`config.mk`:
```
export PLATFORM = sky130hd
export DESIGN_NAME = multilevel_feedback_scheduler_unit_flat
export DESIGN_NICKNAME = d
export VERILOG_FILES = /design/src/rtl/core/msched_pkg.sv /design/src/rtl/core/msched_chan_if.sv /design/src/rtl/core/msched_ram.sv /design/src/rtl/core/msched_ctrl.sv /design/src/rtl/core/msched_dpath.sv /design/src/rtl/core/multilevel_feedback_scheduler_unit.sv /design/src/flat_wrapper.sv
export VERILOG_INCLUDE_DIRS = /design/src /design/src/rtl/core
export SDC_FILE = /design/constraint.sdc
export NUM_CORES = 2
export LEC_CHECK = 0
export BUFFER_PORTS_ARGS = -buffer_cell sky130_fd_sc_hd__buf_2
export CORE_MARGIN = 3
export CORE_UTILIZATION = 62
export CTS_CLUSTER_SIZE = 30
export DETAILED_ROUTE_END_ITERATION = 16
export GPL_TIMING_DRIVEN = 0
export PLACE_DENSITY = 0.79
export SLEW_MARGIN = 20
export SYNTH_ARGS = -nofsm -noshare
export SYNTH_HDL_FRONTEND = slang
export SYNTH_SLANG_ARGS = --single-unit
```
`constraint.sdc`:
```
create_clock -name clock -period 11.7 [get_ports clock]
set_input_delay 0.585 -clock clock [delete_from_list [all_inputs] [get_ports clock]]
set_output_delay 0.585 -clock clock [all_outputs]
set_load 0.01 [all_outputs]
```
`src/rtl/core/multilevel_feedback_scheduler_unit_assert.svh`:
```
// Assertion macros shared by the scheduler modules.
// Each macro expects signals named clock and reset in the enclosing module.
`ifndef MULTILEVEL_FEEDBACK_SCHEDULER_UNIT_ASSERT_SVH
`define MULTILEVEL_FEEDBACK_SCHEDULER_UNIT_ASSERT_SVH

// Same-cycle implication.
`define MSCHED_CHECK(name, ante, cons) \
   name: assert property (@(posedge clock) disable iff (reset) (ante) |-> (cons)) \
      else $error("msched: check failed");

// Next-cycle implication.
`define MSCHED_CHECK_NEXT(name, ante, cons) \
   name: assert property (@(posedge clock) disable iff (reset) (ante) |=> (cons)) \
      else $error("msched: next-cycle check failed");

`endif

```
`src/rtl/core/msched_pkg.sv`:
```
`default_nettype none
package msched_pkg;

   // request codes
   localparam logic [1:0] REQ_LOAD  = 2'd0;
   localparam logic [1:0] REQ_TICK  = 2'd1;
   localparam logic [1:0] REQ_CLEAR = 2'd2;

   // register indexes
   localparam int CSR_IDX_W  = 3;
   localparam int CSR_DATA_W = 16;
   localparam logic [CSR_IDX_W-1:0] CSR_NUM_LEVELS = 3'd0;
   localparam logic [CSR_IDX_W-1:0] CSR_BOOST      = 3'd1;
   localparam logic [CSR_IDX_W-1:0] CSR_QUANTUM0   = 3'd2;
   localparam logic [CSR_IDX_W-1:0] CSR_QUANTUM1   = 3'd3;
   localparam logic [CSR_IDX_W-1:0] CSR_QUANTUM2   = 3'd4;
   localparam logic [CSR_IDX_W-1:0] CSR_QUANTUM3   = 3'd5;

   localparam int QUANTA  = 4;
   localparam int LEVEL_W = 2;
   localparam int LCNT_W  = 3;

   typedef struct packed {
      logic [1:0]  req_type;
      logic [7:0]  proc_id;
      logic [15:0] arrival;
      logic [15:0] burst;
   } req_payload_type;

   typedef struct packed {
      logic [31:0] tick_time;
      logic        ran;
      logic [7:0]  run_pid;
      logic [1:0]  run_level;
      logic        finished;
      logic [31:0] turnaround;
      logic [31:0] waiting;
      logic [31:0] response;
   } rsp_payload_type;

   typedef struct packed {
      logic load;
      logic clear;
      logic tick_start;
      logic scan;
      logic update;
      logic report;
   } cmd_type;

   typedef struct packed {
      logic scan_done;
   } sts_type;

endpackage
`default_nettype wire

```
`src/rtl/core/msched_chan_if.sv`:
```
`default_nettype none
interface msched_chan_if #(parameter type payload_type = logic);
   logic        valid;
   logic        ready;
   payload_type data;

   modport source (output valid, output data, input ready);
   modport sink   (input valid, input data, output ready);
endinterface
`default_nettype wire

```
`src/rtl/core/msched_ram.sv`:
```
`default_nettype none
module msched_ram #(
   parameter int WIDTH = 8,
   parameter int DEPTH = 16
) (
   input  wire logic                     clock,
   input  wire logic                     wr_en,
   input  wire logic [$clog2(DEPTH)-1:0] wr_addr,
   input  wire logic [WIDTH-1:0]         wr_data,
   input  wire logic                     rd_en,
   input  wire logic [$clog2(DEPTH)-1:0] rd_addr,
   output logic      [WIDTH-1:0]         rd_data
);
   logic [WIDTH-1:0] mem_ff [DEPTH];
   logic [WIDTH-1:0] rd_data_ff;

   always_ff @(posedge clock) begin
      if (wr_en) begin
         mem_ff[wr_addr] <= wr_data;
      end
      if (rd_en) begin
         rd_data_ff <= mem_ff[rd_addr];
      end
   end

   assign rd_data = rd_data_ff;
endmodule
`default_nettype wire

```
`src/rtl/core/msched_ctrl.sv`:
```
`default_nettype none
module msched_ctrl (
   input  wire logic                 clock,
   input  wire logic                 reset,
   input  wire logic                 req_valid,
   input  wire logic [1:0]           req_type,
   output logic                      req_ready,
   input  wire logic                 rsp_ready,
   output logic                      rsp_valid,
   input  wire msched_pkg::sts_type  sts,
   output msched_pkg::cmd_type       cmd
);
   import msched_pkg::*;

   typedef enum logic [1:0] {ST_IDLE, ST_SCAN, ST_UPDATE, ST_REPORT} state_type;

   state_type state_ff, state_in;
   logic      rsp_valid_ff, rsp_valid_in;

   always_comb begin
      state_in     = state_ff;
      rsp_valid_in = rsp_valid_ff && !rsp_ready;
      cmd          = '0;
      unique case (state_ff)
         ST_IDLE: begin
            if (req_valid) begin
               unique case (req_type)
                  REQ_LOAD:  cmd.load = 1'b1;
                  REQ_CLEAR: cmd.clear = 1'b1;
                  REQ_TICK: begin
                     cmd.tick_start = 1'b1;
                     state_in       = ST_SCAN;
                  end
                  default: ;
               endcase
            end
         end
         ST_SCAN: begin
            if (sts.scan_done) begin
               state_in = ST_UPDATE;
            end else begin
               cmd.scan = 1'b1;
            end
         end
         ST_UPDATE: begin
            cmd.update = 1'b1;
            state_in   = ST_REPORT;
         end
         ST_REPORT: begin
            // hold until the output register is free
            if (!rsp_valid_ff || rsp_ready) begin
               cmd.report   = 1'b1;
               rsp_valid_in = 1'b1;
               state_in     = ST_IDLE;
            end
         end
         default: state_in = ST_IDLE;
      endcase
   end

   always_ff @(posedge clock) begin
      if (reset) begin
         state_ff     <= ST_IDLE;
         rsp_valid_ff <= 1'b0;
      end else begin
         state_ff     <= state_in;
         rsp_valid_ff <= rsp_valid_in;
      end
   end

   assign req_ready = (state_ff == ST_IDLE);
   assign rsp_valid = rsp_valid_ff;

`include "multilevel_feedback_scheduler_unit_assert.svh"
   `MSCHED_CHECK(a_rsp_from_report, $rose(rsp_valid_ff), $past(state_ff) == ST_REPORT)
   `MSCHED_CHECK(a_update_after_scan, state_ff == ST_UPDATE, $past(state_ff) == ST_SCAN)
   `MSCHED_CHECK_NEXT(a_tick_enters_scan, cmd.tick_start, state_ff == ST_SCAN)
endmodule
`default_nettype wire

```
`src/rtl/core/msched_dpath.sv`:
```
`default_nettype none
module msched_dpath #(
   parameter int MAX_PROCS  = 16,
   parameter int NUM_LEVELS = 4
) (
   input  wire logic                                  clock,
   input  wire logic                                  reset,
   input  wire logic                                  csr_wr_en,
   input  wire logic [msched_pkg::CSR_IDX_W-1:0]      csr_index,
   input  wire logic [msched_pkg::CSR_DATA_W-1:0]     csr_wr_data,
   input  wire msched_pkg::req_payload_type           req_data,
   input  wire msched_pkg::cmd_type                   cmd,
   output msched_pkg::sts_type                        sts,
   output msched_pkg::rsp_payload_type                rsp_data
);
   import msched_pkg::*;

   localparam int IDX_W = $clog2(MAX_PROCS);
   localparam int CNT_W = $clog2(MAX_PROCS + 1);

   typedef struct packed {
      logic [7:0]         pid;
      logic [15:0]        arrival;
      logic [15:0]        burst;
      logic [15:0]        remaining;
      logic [LEVEL_W-1:0] level;
      logic [15:0]        slice_used;
      logic [31:0]        first_run;
   } slot_type;

   localparam int SLOT_W = $bits(slot_type);

   function automatic logic [31:0] sat_inc(input logic [31:0] a);
      sat_inc = (a == '1) ? a : a + 32'd1;
   endfunction

   function automatic logic [31:0] sat_sub(input logic [31:0] a, input logic [31:0] b);
      sat_sub = (a > b) ? a - b : '0;
   endfunction

   // configuration
   logic [LCNT_W-1:0] num_levels_ff, num_levels_in;
   logic [15:0]       boost_interval_ff, boost_interval_in;
   logic [15:0]       quantum_ff [QUANTA];
   logic [15:0]       quantum_in [QUANTA];

   // scheduler state
   logic [CNT_W-1:0]  count_ff, count_in;
   logic [31:0]       clock_ff, clock_in;
   logic [31:0]       tsb_ff, tsb_in;

   // per-tick scan state
   logic              boost_ff, boost_in;
   logic [LCNT_W-1:0] levels_ff, levels_in;
   logic [CNT_W-1:0]  rd_ptr_ff, rd_ptr_in;
   logic              vld_ff, vld_in;
   logic [IDX_W-1:0]  vidx_ff, vidx_in;
   logic [LCNT_W-1:0] best_ff, best_in;
   logic              found_ff, found_in;
   slot_type          sel_ff, sel_in;
   logic [IDX_W-1:0]  sel_idx_ff, sel_idx_in;

   // tick summary held between update and report
   logic [31:0]        h_time_ff, h_time_in;
   logic               h_ran_ff, h_ran_in;
   logic [7:0]         h_pid_ff, h_pid_in;
   logic [LEVEL_W-1:0] h_lvl_ff, h_lvl_in;
   logic               h_fin_ff, h_fin_in;
   logic [31:0]        h_tat_ff, h_tat_in;
   logic [31:0]        h_first_ff, h_first_in;
   logic [15:0]        h_arr_ff, h_arr_in;
   logic [15:0]        h_burst_ff, h_burst_in;

   rsp_payload_type    rsp_ff, rsp_in;

   // table memory
   logic              ram_wr_en;
   logic [IDX_W-1:0]  ram_wr_addr;
   logic [SLOT_W-1:0] ram_wr_data;
   logic              ram_rd_en;
   logic [SLOT_W-1:0] ram_rd_data;

   // combinational helpers
   logic [LCNT_W-1:0] levels_clamp;
   slot_type          rd_slot, eff_slot, new_slot, upd_slot;
   logic              eligible;
   logic [15:0]       slice_inc;
   logic [31:0]       tat_calc;
   logic              fin_calc;

   msched_ram #(.WIDTH(SLOT_W), .DEPTH(MAX_PROCS)) u_table (
      .clock   (clock),
      .wr_en   (ram_wr_en),
      .wr_addr (ram_wr_addr),
      .wr_data (ram_wr_data),
      .rd_en   (ram_rd_en),
      .rd_addr (rd_ptr_ff[IDX_W-1:0]),
      .rd_data (ram_rd_data)
   );

   always_comb begin
      if (num_levels_ff == '0) begin
         levels_clamp = LCNT_W'(1);
      end else if (num_levels_ff > LCNT_W'(NUM_LEVELS)) begin
         levels_clamp = LCNT_W'(NUM_LEVELS);
      end else begin
         levels_clamp = num_levels_ff;
      end

      new_slot            = '0;
      new_slot.pid        = req_data.proc_id;
      new_slot.arrival    = req_data.arrival;
      new_slot.burst      = req_data.burst;
      new_slot.remaining  = req_data.burst;

      rd_slot  = slot_type'(ram_rd_data);
      eff_slot = rd_slot;
      if (boost_ff && rd_slot.remaining != '0) begin
         eff_slot.level      = '0;
         eff_slot.slice_used = '0;
      end
      eligible = ({16'd0, rd_slot.arrival} <= clock_ff) && (rd_slot.remaining != '0) &&
                 ({1'b0, eff_slot.level} < best_ff);

      // run the selected slot for one tick
      upd_slot = sel_ff;
      if (sel_ff.remaining == sel_ff.burst) begin
         upd_slot.first_run = clock_ff;
      end
      upd_slot.remaining = sel_ff.remaining - 16'd1;
      slice_inc = (sel_ff.slice_used == '1) ? sel_ff.slice_used : sel_ff.slice_used + 16'd1;
      upd_slot.slice_used = slice_inc;
      fin_calc = (sel_ff.remaining == 16'd1);
      tat_calc = (clock_ff - {16'd0, sel_ff.arrival}) + {31'd0, clock_ff != '1};
      if (!fin_calc && slice_inc >= quantum_ff[sel_ff.level]) begin
         if ({1'b0, sel_ff.level} + LCNT_W'(1) < levels_ff) begin
            upd_slot.level = sel_ff.level + LEVEL_W'(1);
         end
         upd_slot.slice_used = '0;
      end
   end

   always_comb begin
      num_levels_in     = num_levels_ff;
      boost_interval_in = boost_interval_ff;
      quantum_in        = quantum_ff;
      count_in          = count_ff;
      clock_in          = clock_ff;
      tsb_in            = tsb_ff;
      boost_in          = boost_ff;
      levels_in         = levels_ff;
      rd_ptr_in         = rd_ptr_ff;
      vld_in            = 1'b0;
      vidx_in           = vidx_ff;
      best_in           = best_ff;
      found_in          = found_ff;
      sel_in            = sel_ff;
      sel_idx_in        = sel_idx_ff;
      h_time_in         = h_time_ff;
      h_ran_in          = h_ran_ff;
      h_pid_in          = h_pid_ff;
      h_lvl_in          = h_lvl_ff;
      h_fin_in          = h_fin_ff;
      h_tat_in          = h_tat_ff;
      h_first_in        = h_first_ff;
      h_arr_in          = h_arr_ff;
      h_burst_in        = h_burst_ff;
      rsp_in            = rsp_ff;
      ram_wr_en         = 1'b0;
      ram_wr_addr       = count_ff[IDX_W-1:0];
      ram_wr_data       = SLOT_W'(new_slot);
      ram_rd_en         = 1'b0;

      if (csr_wr_en) begin
         unique case (csr_index)
            CSR_NUM_LEVELS: num_levels_in     = csr_wr_data[LCNT_W-1:0];
            CSR_BOOST:      boost_interval_in = csr_wr_data;
            CSR_QUANTUM0:   quantum_in[0]     = csr_wr_data;
            CSR_QUANTUM1:   quantum_in[1]     = csr_wr_data;
            CSR_QUANTUM2:   quantum_in[2]     = csr_wr_data;
            CSR_QUANTUM3:   quantum_in[3]     = csr_wr_data;
            default: ;
         endcase
      end

      if (cmd.load && count_ff < CNT_W'(MAX_PROCS)) begin
         ram_wr_en = 1'b1;
         count_in  = count_ff + CNT_W'(1);
      end

      if (cmd.clear) begin
         count_in = '0;
         clock_in = '0;
         tsb_in   = '0;
      end

      if (cmd.tick_start) begin
         boost_in  = (tsb_ff >= {16'd0, boost_interval_ff});
         if (tsb_ff >= {16'd0, boost_interval_ff}) begin
            tsb_in = '0;
         end
         levels_in = levels_clamp;
         best_in   = levels_clamp;
         found_in  = 1'b0;
         rd_ptr_in = '0;
      end

      if (cmd.scan) begin
         if (rd_ptr_ff != count_ff) begin
            ram_rd_en = 1'b1;
            vld_in    = 1'b1;
            vidx_in   = rd_ptr_ff[IDX_W-1:0];
            rd_ptr_in = rd_ptr_ff + CNT_W'(1);
         end
         if (vld_ff) begin
            if (boost_ff) begin
               ram_wr_en   = 1'b1;
               ram_wr_addr = vidx_ff;
               ram_wr_data = SLOT_W'(eff_slot);
            end
            if (eligible) begin
               best_in    = {1'b0, eff_slot.level};
               found_in   = 1'b1;
               sel_in     = eff_slot;
               sel_idx_in = vidx_ff;
            end
         end
      end

      if (cmd.update) begin
         clock_in   = sat_inc(clock_ff);
         tsb_in     = sat_inc(tsb_ff);
         h_time_in  = clock_ff;
         h_ran_in   = found_ff;
         h_pid_in   = sel_ff.pid;
         h_lvl_in   = sel_ff.level;
         h_fin_in   = found_ff && fin_calc;
         h_tat_in   = tat_calc;
         h_first_in = upd_slot.first_run;
         h_arr_in   = sel_ff.arrival;
         h_burst_in = sel_ff.burst;
         if (found_ff) begin
            ram_wr_en   = 1'b1;
            ram_wr_addr = sel_idx_ff;
            ram_wr_data = SLOT_W'(upd_slot);
         end
      end

      if (cmd.report) begin
         rsp_in.tick_time  = h_time_ff;
         rsp_in.ran        = h_ran_ff;
         rsp_in.run_pid    = h_ran_ff ? h_pid_ff : '0;
         rsp_in.run_level  = h_ran_ff ? h_lvl_ff : '0;
         rsp_in.finished   = h_fin_ff;
         rsp_in.turnaround = h_fin_ff ? h_tat_ff : '0;
         rsp_in.waiting    = h_fin_ff ? sat_sub(h_tat_ff, {16'd0, h_burst_ff}) : '0;
         rsp_in.response   = h_fin_ff ? sat_sub(h_first_ff, {16'd0, h_arr_ff}) : '0;
      end
   end

   always_ff @(posedge clock) begin
      if (reset) begin
         num_levels_ff     <= LCNT_W'(3);
         boost_interval_ff <= 16'd50;
         quantum_ff[0]     <= 16'd2;
         quantum_ff[1]     <= 16'd4;
         quantum_ff[2]     <= 16'd8;
         quantum_ff[3]     <= 16'd16;
         count_ff          <= '0;
         clock_ff          <= '0;
         tsb_ff            <= '0;
         rd_ptr_ff         <= '0;
         vld_ff            <= 1'b0;
         found_ff          <= 1'b0;
         best_ff           <= '0;
         levels_ff         <= LCNT_W'(1);
         boost_ff          <= 1'b0;
      end else begin
         num_levels_ff     <= num_levels_in;
         boost_interval_ff <= boost_interval_in;
         quantum_ff        <= quantum_in;
         count_ff          <= count_in;
         clock_ff          <= clock_in;
         tsb_ff            <= tsb_in;
         rd_ptr_ff         <= rd_ptr_in;
         vld_ff            <= vld_in;
         found_ff          <= found_in;
         best_ff           <= best_in;
         levels_ff         <= levels_in;
         boost_ff          <= boost_in;
      end
      vidx_ff    <= vidx_in;
      sel_ff     <= sel_in;
      sel_idx_ff <= sel_idx_in;
      h_time_ff  <= h_time_in;
      h_ran_ff   <= h_ran_in;
      h_pid_ff   <= h_pid_in;
      h_lvl_ff   <= h_lvl_in;
      h_fin_ff   <= h_fin_in;
      h_tat_ff   <= h_tat_in;
      h_first_ff <= h_first_in;
      h_arr_ff   <= h_arr_in;
      h_burst_ff <= h_burst_in;
      rsp_ff     <= rsp_in;
   end

   assign sts.scan_done = (rd_ptr_ff == count_ff) && !vld_ff;
   assign rsp_data      = rsp_ff;

`include "multilevel_feedback_scheduler_unit_assert.svh"
   `MSCHED_CHECK(a_count_bound, 1'b1, count_ff <= CNT_W'(MAX_PROCS))
   `MSCHED_CHECK(a_found_below_levels, found_ff, best_ff < levels_ff)
   `MSCHED_CHECK(a_vld_after_issue, vld_ff, rd_ptr_ff != '0)
endmodule
`default_nettype wire

```
`src/rtl/core/multilevel_feedback_scheduler_unit.sv`:
```
// Load and clear beats are taken while idle and give no result. A tick beat gives one
// result beat: its n loaded slots are scanned one slot a cycle through the table's
// single read port, then come the update and report states; the report waits until the
// output register is free, and the next beat is taken once the controller is idle again.
// Reset is synchronous: control and configuration registers return to their defaults, the
// table is emptied by zeroing its fill count, and the clock and boost counters are zeroed.
`default_nettype none
module multilevel_feedback_scheduler_unit #(
   parameter int MAX_PROCS  = 16,
   parameter int NUM_LEVELS = 4
) (
   input  wire logic                               clock,
   input  wire logic                               reset,
   msched_chan_if.sink                             req_bus,
   msched_chan_if.source                           rsp_bus,
   input  wire logic                               csr_wr_en,
   input  wire logic [msched_pkg::CSR_IDX_W-1:0]   csr_index,
   input  wire logic [msched_pkg::CSR_DATA_W-1:0]  csr_wr_data
);
   import msched_pkg::*;

   cmd_type         cmd;
   sts_type         sts;
   req_payload_type req_data;
   rsp_payload_type rsp_data;

   // Request payload travels straight to the datapath; only the controller decides
   // whether a beat is taken, so the payload is sampled on the accepting edge.
   assign req_data = req_bus.data;

   // Controller: idle / scan / update / report sequencer. It owns the request
   // ready and the response valid, and drives the datapath through cmd.
   msched_ctrl u_ctrl (
      .clock     (clock),
      .reset     (reset),
      .req_valid (req_bus.valid),
      .req_type  (req_bus.data.req_type),
      .req_ready (req_bus.ready),
      .rsp_ready (rsp_bus.ready),
      .rsp_valid (rsp_bus.valid),
      .sts       (sts),
      .cmd       (cmd)
   );

   // Datapath: configuration registers, process table memory, scan and select
   // logic, slot update and the output register that holds the result beat.
   // The output register lets loads and clears proceed while a result waits.
   msched_dpath #(
      .MAX_PROCS  (MAX_PROCS),
      .NUM_LEVELS (NUM_LEVELS)
   ) u_dpath (
      .clock       (clock),
      .reset       (reset),
      .csr_wr_en   (csr_wr_en),
      .csr_index   (csr_index),
      .csr_wr_data (csr_wr_data),
      .req_data    (req_data),
      .cmd         (cmd),
      .sts         (sts),
      .rsp_data    (rsp_data)
   );

   // Drive the response payload from the datapath output register.
   assign rsp_bus.data = rsp_data;
endmodule
`default_nettype wire

```
`src/flat_wrapper.sv`:
```
// flat-port wrapper written by rule: the top's interface ports become plain ports
module multilevel_feedback_scheduler_unit_flat import msched_pkg::*;
#(
   parameter int MAX_PROCS  = 16,
   parameter int NUM_LEVELS = 4
)
  (clock, reset, csr_wr_en, csr_index, csr_wr_data, req_bus_valid, req_bus_data, req_bus_ready, rsp_bus_valid, rsp_bus_data, rsp_bus_ready);
  msched_chan_if #(.payload_type(req_payload_type)) req_bus_i ();
  msched_chan_if #(.payload_type(rsp_payload_type)) rsp_bus_i ();
  input  wire logic clock;
  input  wire logic reset;
  input  wire logic csr_wr_en;
  input  wire logic [msched_pkg::CSR_IDX_W-1:0] csr_index;
  input  wire logic [msched_pkg::CSR_DATA_W-1:0] csr_wr_data;
  input wire logic [$bits(req_bus_i.valid)-1:0] req_bus_valid;
  input wire logic [$bits(req_bus_i.data)-1:0] req_bus_data;
  output wire logic [$bits(req_bus_i.ready)-1:0] req_bus_ready;
  output wire logic [$bits(rsp_bus_i.valid)-1:0] rsp_bus_valid;
  output wire logic [$bits(rsp_bus_i.data)-1:0] rsp_bus_data;
  input wire logic [$bits(rsp_bus_i.ready)-1:0] rsp_bus_ready;
  assign req_bus_i.valid = req_bus_valid;
  assign req_bus_i.data = req_bus_data;
  assign req_bus_ready = req_bus_i.ready;
  assign rsp_bus_valid = rsp_bus_i.valid;
  assign rsp_bus_data = rsp_bus_i.data;
  assign rsp_bus_i.ready = rsp_bus_ready;
  multilevel_feedback_scheduler_unit #(.MAX_PROCS(MAX_PROCS), .NUM_LEVELS(NUM_LEVELS)) u_core (.clock(clock), .reset(reset), .req_bus(req_bus_i), .rsp_bus(rsp_bus_i), .csr_wr_en(csr_wr_en), .csr_index(csr_index), .csr_wr_data(csr_wr_data));
endmodule
```
==> flow_metrics.py <==
metrics = {
    "sta": {
        "setup_viol": 0,
        "finalCritPeriodShare": 0.490,
        "slew_viol_final": 0,
        "hold_viol_final": 0,
        "slew_headroom": 0.164,
        "worstMarginPinSlew_ns": 1.25,
        "period_minus_slack_ns": 5.73,
        "finClkSkew_ns": 0.0493,
        "rsz0062_at_grt": "false",
        "setup_tns_ns": 0,
        "fmax_ghz": 0.175,
        "fin_ws_ns": 5.97,
    },
    "clock_network": {
        "cts_sinks": 2365,
        "cts_tree": "done",
        "cts.htree.levels": 4,
        "cts_setup_buffers": 0,
        "clockRootBuffer": "clkbuf_16",
        "cts_hold_buffers": 5,
        "cts_made_buffers": 221,
        "clk_pin_slew_ns": 0.07,
        "clk_path_buf_depth": 3,
        "clock_latency_ns": 0.89,
        "ctsResizeCount": 0,
    },
    "die": {
        "ios": 208,
        "num_rows": 143,
        "start_util": 0.626,
        "dieHeight_um": 398,
        "fp.dieW_um": 398,
        "coreArea_um2": 152000,
        "dieArea_um2": 158000,
    },
    "synth": {
        "synth_top_family_by_area": "multiplexers",
        "synth-main-ff-cell": "edfxtp_1",
        "synth_seq_cells": 2365,
        "synth.mux.area_fraction": 0.131,
        "syn_inst": 5286,
        "synth_edf_count": 2196,
        "synth_compound_area_frac": 0.0376,
        "syn_nets": 5520,
        "synth_fa_ha_area_frac": 0.0223,
        "synth-simple-area-share": 0.0536,
        "yosysWarningCount": 0,
        "synth.yosys.seq_area_share": 0.728,
        "synthXorXnorAreaFrac": 0.0121,
        "async_reset_ff_frac": 0,
        "avgSynthCellArea_um2": 18.0,
        "syn_area_um2": 95300,
        "synth.distinct_cells": 81,
    },
    "finish": {
        "nets": 6078,
        "stdcell_count": 8076,
        "drive_gt1_frac": 0.230,
        "fill_cells": 8284,
        "area_growth_pct": 15.0,
        "design_area_um2": 110000,
    },
    "route": {
        "drc": 0,
        "ant_nets": 0,
        "routedWlPerCell_um": 36.0,
        "firstDrtPassIters": 9,
        "drt_iter0_markers": 10200,
        "vias": 58000,
        "viasPerCell": 7.18,
        "wirelength_um": 291000,
    },
    "grt": {
        "grt_antenna_before_repair": 18,
        "grt_use_total": 0.370,
        "grt_start_max_net_pins": 66,
        "grt_pass1_wl_um": 411000,
        "grt_pass1_vias": 56600,
        "grt.overflow.total": 0,
    },
    "placement": {
        "place_area_um2": 102000,
        "place_congestion": 0.937,
        "numPlacedInstances": 7645,
        "numPortBuffers": 204,
        "dp_slack_ns": 5.98,
        "dp_hpwl_um": 176000,
    },
    "power": {
        "power_density_nw_per_um2": 167,
        "p_leak_nw": 33.7,
        "peakVddDrop_v": 0.000154,
    },
    "critical_path": {
        "worst-path-max-fanout": 29,
        "rr_worst_depth": 14,
        "critPathCaptureType": "register",
        "crit_type": "reg2reg",
        "cp_data_required_time_ns": 12.31,
        "cp.arrival_ns": 6.34,
        "reg2reg_to": "u_core.u_dpath.u_table.mem_ff[13][102]$_DFFE_PP_",
        "start_kind": "register",
        "reg2reg_from": "u_core.u_ctrl.state_ff[0]$_SDFFE_PP0P_",
        "r2r_setup_slack_ns": 5.97,
    },
    "outcome": {
        "status": "finished clean",
    },
    "min_path": {
        "min_to": "u_core.u_dpath.quantum_ff[0]$_SDFFE_PP0P_",
        "hp-start": "csr_wr_data[0]",
        "hold_path_depth": 3,
        "hold_class": "in2reg",
    },
    "job": {
        "cap_violations": 0,
    },
}
[cell usage in the layout (no fill, tap or decap), types with 65 or more instances in the layout]
cell type and instances:
a21oi_1 196, and2_1 77, buf_12 65, buf_2 222, clkbuf_1 170, clkbuf_16 227, dfxtp_1 169, edfxtp_1 2196
ha_1 164, inv_1 149, mux4_2 546, nand2_1 439, nand3_1 97, nor2_1 219, o21ai_0 99, xnor2_1 77
[routing by layer]
layer | track usage | share of wire | vias up
li1 | - | - | 22200
met1 | 0.486 | 0.33 | 28700
met2 | 0.565 | 0.46 | 5895
met3 | 0.108 | 0.14 | 1209
met4 | 0.201 | 0.064 | 14
met5 | 0 | 0.00034 | -
[power breakdown]
part | switching [W] | internal [W]
Clock | 0.00327 | 0.00409
Sequential | 0.000116 | 0.00945
Combinational | 0.000853 | 0.000481
Total | 0.00423 | 0.0140
[stage by stage]
stage | util | power (W) | hold slack, ns
after floorplan | - | 0.0105 | 0.400
after global placement | 0.649 | 0.0110 | 0.403
after detailed placement | 0.670 | 0.0110 | 0.405
after CTS | 0.718 | 0.0182 | 0.000442
after global routing | 0.719 | 0.0186 | 0.0312
final | 0.720 | 0.0183 | 0.0506
[worst max path at each step]
stage                                                       endpoint                                   start  slack (ns)  depth (start not counted)
floorplan              u_core.u_dpath.u_table.mem_ff[1][0]$_DFFE_PP_  u_core.u_ctrl.state_ff[0]$_SDFFE_PP0P_        1.69                         10
global placement    u_core.u_dpath.u_table.mem_ff[12][100]$_DFFE_PP_  u_core.u_ctrl.state_ff[0]$_SDFFE_PP0P_       -6.53                         10
detailed placement   u_core.u_dpath.u_table.mem_ff[14][49]$_DFFE_PP_     u_core.u_dpath.sel_ff[48]$_DFFE_PP_        5.98                         12
CTS                  u_core.u_dpath.u_table.mem_ff[13][49]$_DFFE_PP_     u_core.u_dpath.sel_ff[48]$_DFFE_PP_        5.88                         12
global route         u_core.u_dpath.u_table.mem_ff[13][46]$_DFFE_PP_     u_core.u_dpath.sel_ff[48]$_DFFE_PP_        5.67                         12
finish              u_core.u_dpath.u_table.mem_ff[13][102]$_DFFE_PP_  u_core.u_ctrl.state_ff[0]$_SDFFE_PP0P_        5.97                         14
[Yosys cell counts, drive strengths merged, types with 71 or more instances]
cell / instances / area (µm²)
and2: 79 / 495
nand3: 97 / 485
mux4: 546 / 12300
nand2: 439 / 1650
edfxtp: 2196 / 65900
a21oi: 209 / 1050
dfxtp: 169 / 3380
ha: 165 / 2060
nor2: 235 / 882
buf: 71 / 310
xnor2: 77 / 674
inv: 151 / 567
o21ai: 118 / 594
clkbuf: 164 / 616
[layout make-up]
class                   count  area [µm²]  share of cell area
diodes                     11        27.5            0.000251
plain buffers             235        1000             0.00912
clock buffers             261        5830              0.0532
clock inverters           153        1470              0.0134
inverters                 151         579             0.00529
multi-input cells        2535       24900               0.227
flip-flops and latches   2365       69300               0.633
well taps                2030        2540              0.0232
repair buffers            335        3920              0.0358
[registers in the layout, summed over array words and instances (netlist names), 3 cells and up]
name                              count
u_core.u_dpath.h_burst_ff            16
u_core.u_dpath.sel_idx_ff             4
u_core.u_dpath.rsp_data             140
u_core.u_dpath.h_pid_ff               8
u_core.u_dpath.u_table.rd_data      106
u_core.u_dpath.boost_interval_ff     16
u_core.u_dpath.clock_ff              32
u_core.u_dpath.levels_ff              3
u_core.u_dpath.u_table.mem_ff      1696
u_core.u_dpath.h_time_ff             32
u_core.u_dpath.sel_ff               106
u_core.u_dpath.best_ff                3
u_core.u_dpath.quantum_ff            64
u_core.u_dpath.rd_ptr_ff              5
u_core.u_dpath.h_first_ff            32
u_core.u_dpath.count_ff               5
u_core.u_dpath.num_levels_ff          3
u_core.u_dpath.h_arr_ff              16
u_core.u_dpath.tsb_ff                32
u_core.u_dpath.h_tat_ff              32
u_core.u_dpath.vidx_ff                4
[worst max-delay path, stage by stage (launching register included)]
cell	delay (ns)
dfxtp_1	0.34
inv_1	0.14
ha_4	0.48
clkbuf_1	0.53
inv_1	0.12
clkbuf_1	0.29
nor2_1	0.90
clkbuf_1	0.88
a21oi_1	0.30
nand2_1	0.41
nor2_4	0.23
buf_12	0.24
buf_16	0.18
buf_16	0.17
buf_16	0.17
[cell families (layout without fill, tap and decap cells)]
group,count (synthesis),after routing
DFF,2365,2365
and+or+nand+nor,1095,1095
AOI/OAI and AO/OA,575,575
muxes,565,565
buffers and inverters,386,1135
adders and majority gates,168,168
xor gates and xnor gates,132,132
other,0,11
Power figures use the tool's default switching activity.
